==> config.mk <==
export PLATFORM = sky130hd
export DESIGN_NAME = tvs_fifo
export DESIGN_NICKNAME = d
export VERILOG_FILES = /design/src/hw/rtl/tvs_fifo.sv
export SDC_FILE = /design/constraint.sdc
export NUM_CORES = 1
export LEC_CHECK = 0
export BUFFER_PORTS_ARGS = -buffer_cell sky130_fd_sc_hd__buf_2
export CAP_MARGIN = 20
export CORE_MARGIN = 8
export CORE_UTILIZATION = 27
export CTS_BUF_LIST = sky130_fd_sc_hd__clkbuf_4 sky130_fd_sc_hd__clkbuf_8 sky130_fd_sc_hd__clkbuf_16
export DETAILED_ROUTE_END_ITERATION = 6
export MAX_ROUTING_LAYER = met4
export PLACE_DENSITY = 0.48
export SETUP_SLACK_MARGIN = 0.4
export SKIP_LAST_GASP = 1
export SLEW_MARGIN = 25
export SYNTH_ARGS = -nofsm -noshare
export SYNTH_HDL_FRONTEND = slang
export SYNTH_SLANG_ARGS = --single-unit
export TNS_END_PERCENT = 20
==> constraint.sdc <==
create_clock -name clk -period 3.9 [get_ports clk]
set_input_delay 0.78 -clock clk [delete_from_list [all_inputs] [get_ports clk]]
set_output_delay 0.78 -clock clk [all_outputs]
set_load 0.05 [all_outputs]
==> src/hw/rtl/tvs_fifo.sv <==
// ----------------------------------------------------------------------------
// tvs_fifo
// Small first-word fall-through queue in flip-flops.
// ----------------------------------------------------------------------------
module tvs_fifo #(
  parameter int WIDTH = 16,
  parameter int DEPTH = 4
) (
  input  logic             clk,
  input  logic             rst,
  input  logic             push,
  input  logic [WIDTH-1:0] din,
  output logic             full,
  input  logic             pop,
  output logic [WIDTH-1:0] dout,
  output logic             empty
);

  localparam int PW = $clog2(DEPTH);
  localparam int CW = $clog2(DEPTH + 1);

  logic [WIDTH-1:0] mem [DEPTH];
  logic [PW-1:0]    wp;
  logic [PW-1:0]    rp;
  logic [CW-1:0]    cnt;
  logic             do_push;
  logic             do_pop;

  assign full    = (cnt == CW'(DEPTH));
  assign empty   = (cnt == '0);
  assign do_push = push && !full;
  assign do_pop  = pop && !empty;
  assign dout    = mem[rp];

  always_ff @(posedge clk) begin
    if (do_push) begin
      mem[wp] <= din;
    end
  end

  always_ff @(posedge clk) begin
    if (rst) begin
      wp  <= '0;
      rp  <= '0;
      cnt <= '0;
    end else begin
      if (do_push) begin
        wp <= (wp == PW'(DEPTH - 1)) ? '0 : wp + 1'b1;
      end
      if (do_pop) begin
        rp <= (rp == PW'(DEPTH - 1)) ? '0 : rp + 1'b1;
      end
      cnt <= cnt + CW'(do_push) - CW'(do_pop);
    end
  end

endmodule

Word level (Yosys, flattened, before mapping):

Memories as Yosys holds them, arrays and structs flattened. A register that Yosys moved wholly into a read port is not among the register bits.
Cells that the tools add are included.

* flip-flop bits (word level): 7
* bits in writable memories: 64
* bits of input ports: 20
* output and inout bits: 18
* word-level logic and storage cells: 22
* memories: 1

Memory list
* mem: words 4, bits a word 16, read ports 1, clocked after memory_dff 1, wr ports 1, RTL line 22 `logic [WIDTH-1:0] mem [DEPTH];`

* $add $sub $neg: 4
* eq/ne operators: 3
* muxes and demuxes: 6
* reductions and logical operators: 5

Operators with widths (number)
* $mux 2: 4
* $add 2x1->2 const B: 2
* $eq 2x2->1 const B: 2
* $add 3x1->3: 1
* $eq 3x3->1 const B: 1
* $logic_not 3->1: 1
* $sub 3x1->3: 1
* $logic_and 1x1->1: 2
* $logic_not 1->1: 2
* $mux 1: 2

Logic depth before layout (Yosys ltp):

* word-level depth: 5
* mapped depth: 11
* depth with buffers taken out: 10

Least setup slack after synthesis:

OpenSTA, ideal clock, no wires.

* path type: in2reg
* from: input pop
* to: register cnt[2]
* setup time: 0.115 ns
* arrival: 2.153 ns
* required time: 3.785 ns
* setup slack: 1.633 ns
* stages: 9
* buffers on the path: 0
* cell sequence: o31ai_1 inv_1 ha_1 inv_1 ha_1 fa_1 xnor2_1 xnor2_1 nor2_1

* cells in the longest elaborated chain, start to end: 2

Ends and longest elaborated chain
* start, declared: RTL line 14 `input logic pop,`
* $logic_and 1x1->1: RTL line 32 `assign do_pop = pop && !empty;`
* $sub 3x1->3: RTL line 53 `cnt <= cnt + CW'(do_push) - CW'(do_pop);`
* end signal, assigned: RTL line 53
* end, declared: RTL line 25 `logic [CW-1:0] cnt;`

No other way between the ends.
A chain may end at the register's enable or synchronous reset.

==> impl_metrics.py <==
metrics = {
    "clock_tree": {
        "clk_pin_slew_ns": 0.07,
        "cts_setup_buffers": 0,
        "clk_latency_ns": 0.33,
        "htreeDepth": 3,
        "cts_tree": "done",
        "cts-root-buf": "clkbuf_8",
        "cts.sinks": 73,
        "cts-hold-fix-buffers": 0,
        "cts_resized": 0,
        "numCtsBuffers": 9,
        "clockBufferDepth": 2,
    },
    "placement": {
        "dp_hpwl_mm": 3.18,
        "dpl_worst_slack_ns": 1.43,
        "gp_congestion": 0.691,
        "numPortBuffers": 37,
    },
    "critical_path": {
        "start_kind": "flip-flop",
        "crit_chain": "mux4_2 -> buf_2",
        "cp.arrival_ns": 1.91,
        "worstSetupPathType": "reg2out",
        "cp-end-kind": "output port",
        "critical-path-max-stage-delay_ns": 0.89,
        "slowest_stage": "dfxtp_1",
        "required_ns": 3.12,
        "cp_max_fo": 16,
    },
    "global_routing": {
        "overflow": 0,
        "first_global_vias": 1409,
        "grt_max_degree": 17,
        "grt_usage": 0.0777,
        "grt_antenna_before_repair": 0,
        "grt_first_pass_wirelength_mm": 7.83,
    },
    "synthesis": {
        "synth_ff_type": "edfxtp_1",
        "yosysTopAreaCell": "edfxtp_1",
        "synth_cell_types": 26,
        "netlist_area_um2": 2790,
        "syn_nets": 162,
        "ys_seq_elements": 73,
        "synth_cells": 134,
        "synth-edff-count": 64,
        "async_flop_share": 0,
        "synth_top_area_share": 0.688,
        "synth-seq-area-share": 0.752,
        "syn_avg_cell_area_um2": 20.9,
        "ys_warn_count": 0,
        "synth_area_leaders": "edfxtp_1 69%, mux4_2 13%, dfxtp_1 6.4%, ha_1 3.1%, inv_1 1.1%",
    },
    "run_status": {
        "status": "completed",
    },
    "timing": {
        "hold_violations": 0,
        "rsz0062_at_grt": "no",
        "clock_skew_ns": 0.00495,
        "finalCritPeriodShare": 0.690,
        "fin_setup_tns_ns": 0,
        "max_slew_margin": 0.400,
        "period_minus_slack_ns": 2.69,
        "tightestPinTransition_ns": 0.900,
        "worst_slack_ns": 1.21,
        "setup_viol": 0,
        "clock.fmax_mhz": 372,
        "drv_slew": 0,
    },
    "detailed_routing": {
        "wirelength_mm": 4.98,
        "final_antenna_net_count": 0,
        "drt_pre_antenna_iters": 4,
        "via_count": 1323,
        "drc": 0,
        "vias_per_cell": 4.16,
        "drtIter0Drc": 51,
        "avgRoutedWirePerCell_um": 15.7,
    },
    "worst_hold_path": {
        "min_path_type": "reg2reg",
    },
    "floorplan": {
        "initial_core_util": 0.274,
        "dieArea_um2": 13900,
        "placementRows": 37,
        "die_y_um": 118,
        "coreArea_um2": 10200,
        "io-pin-count": 38,
        "dieWidth_um": 118,
    },
    "pwr": {
        "power_frac_comb": 0.305,
        "ir_worst_vdd_mv": 0.303,
        "powerDensity_nw_per_um2": 669,
        "power_switching_uw": 761,
        "sw_frac_of_total": 0.344,
        "clkPwrFrac": 0.247,
        "leakage_nw": 1.16,
        "p_int_mw": 1.45,
        "seqPwrFrac": 0.448,
    },
    "final_layout": {
        "n_fill_cell": 1008,
        "n_antenna_cell": 0,
        "final_nets": 206,
        "drive_above_1_share": 0.401,
        "area_delta_synth_final_pct": 18.4,
    },
    "flow_run": {
        "cap_violations": 0,
    },
}
Yosys cell counts, drive strengths merged, types with 2 or more instances:
library cell	count
a21oi	2
and3	4
buf	5
dfxtp	9
edfxtp	64
ha	7
inv	8
mux4	16
nand3	2
nor2	2
nor2b	2
nor3	2
o31ai	2
xnor2	2
layer usage:
metal	track usage	share of wire	up-vias
met5	-	0	-
met1	0.0926	0.46	662
met3	0.0398	0.065	6
met2	0.112	0.47	38
met4	0.0240	0.0088	0
li1	-	-	617
through the flow:
stage / cell area, um^2 / power (mW) / utilization / std cells / hold WS (ns)
2_1_floorplan: 2790 / 1.55 / - / 134 / 0.456
3_3_place_gp: 3120 / 1.70 / 0.307 / 303 / 0.493
3_5_place_dp: 3120 / 1.70 / 0.307 / 303 / 0.490
4_1_cts: 3310 / 2.25 / 0.325 / 318 / 0.504
5_1_grt: 3310 / 2.33 / 0.325 / 318 / 0.527
6_report: 3310 / 2.21 / 0.325 / 318 / 0.497
critical path, delay by kind of cell, from the launching register on:
family   cells  cell delay, ns
mux          1            0.45
flops        1            0.89
buf+inv      1            0.24
logic make-up after synthesis:
group | Yosys count | synth area share
adder cells (fa/ha/maj) | 8 | 0.0385
multiplexers | 17 | 0.133
buffers and inverters | 13 | 0.0224
flip-flops | 73 | 0.752
AND/OR/NAND/NOR | 16 | 0.0345
AO/OA/AOI/OAI | 5 | 0.0134
XOR/XNOR | 2 | 0.00627
cell type report:
type,count,area (um^2),area share
sequential,73,2100,0.635
inverter,8,30.0,0.00908
multi-input combinational,48,629,0.190
clock inverter,6,60.1,0.0182
clock buffer,9,124,0.0374
timing repair buffer,38,193,0.0582
tap,136,170,0.0514
state kept, by name, indices dropped and copies added (netlist names), named ones only:
signal,count
mem,64
cnt,3
rp,2
wp,2
layout by cell type, fill, tap and decap left out:
master | netlist | routed
edfxtp_1 | 64 | 64
buf_2 | 2 | 37
mux4_2 | 16 | 16
dfxtp_1 | 9 | 9
clkbuf_8 | 0 | 9
inv_1 | 8 | 8
ha_1 | 7 | 7
and3_2 | 3 | 3
nor3_1 | 2 | 2
nor2b_1 | 2 | 2
nand3_1 | 2 | 2
a21oi_1 | 2 | 2
nor2_1 | 2 | 2
xnor2_1 | 2 | 2
clkinv_2 | 0 | 2
or3b_1 | 1 | 1
o31ai_1 | 1 | 1
and2_4 | 1 | 1
and3_1 | 1 | 1
o31ai_2 | 1 | 1
or3_1 | 1 | 1
nand2_1 | 1 | 1
mux2i_1 | 1 | 1
a21o_1 | 1 | 1
fa_1 | 1 | 1
clkinv_4 | 0 | 1
bufinv_16 | 0 | 1
clkinvlp_4 | 0 | 1
clkinv_1 | 0 | 1
buf_4 | 1 | 1
power by group through the flow:
stage	logic [mW]	clock network [mW]	registers, mW
2_1_floorplan	0.560	0	0.987
3_3_place_gp	0.690	0	1.01
3_5_place_dp	0.692	0	1.01
4_1_cts	0.693	0.567	0.993
5_1_grt	0.729	0.600	1.00
6_report	0.676	0.547	0.991
path summary, 6_finish.rpt:
kind | from | end | slack (ns) | cells past startpoint
max | flip-flop | dout[4] | 1.21 | 2
min | rp[0]$_SDFFE_PP0N_ | flip-flop | 0.50 | 2
max reg2reg | cnt[2]$_SDFF_PP0_ | cnt[2]$_SDFF_PP0_ | 1.57 | 10
min reg2reg | rp[0]$_SDFFE_PP0N_ | flip-flop | 0.50 | 2
Note: power is estimated with default switching activity, not from simulation.
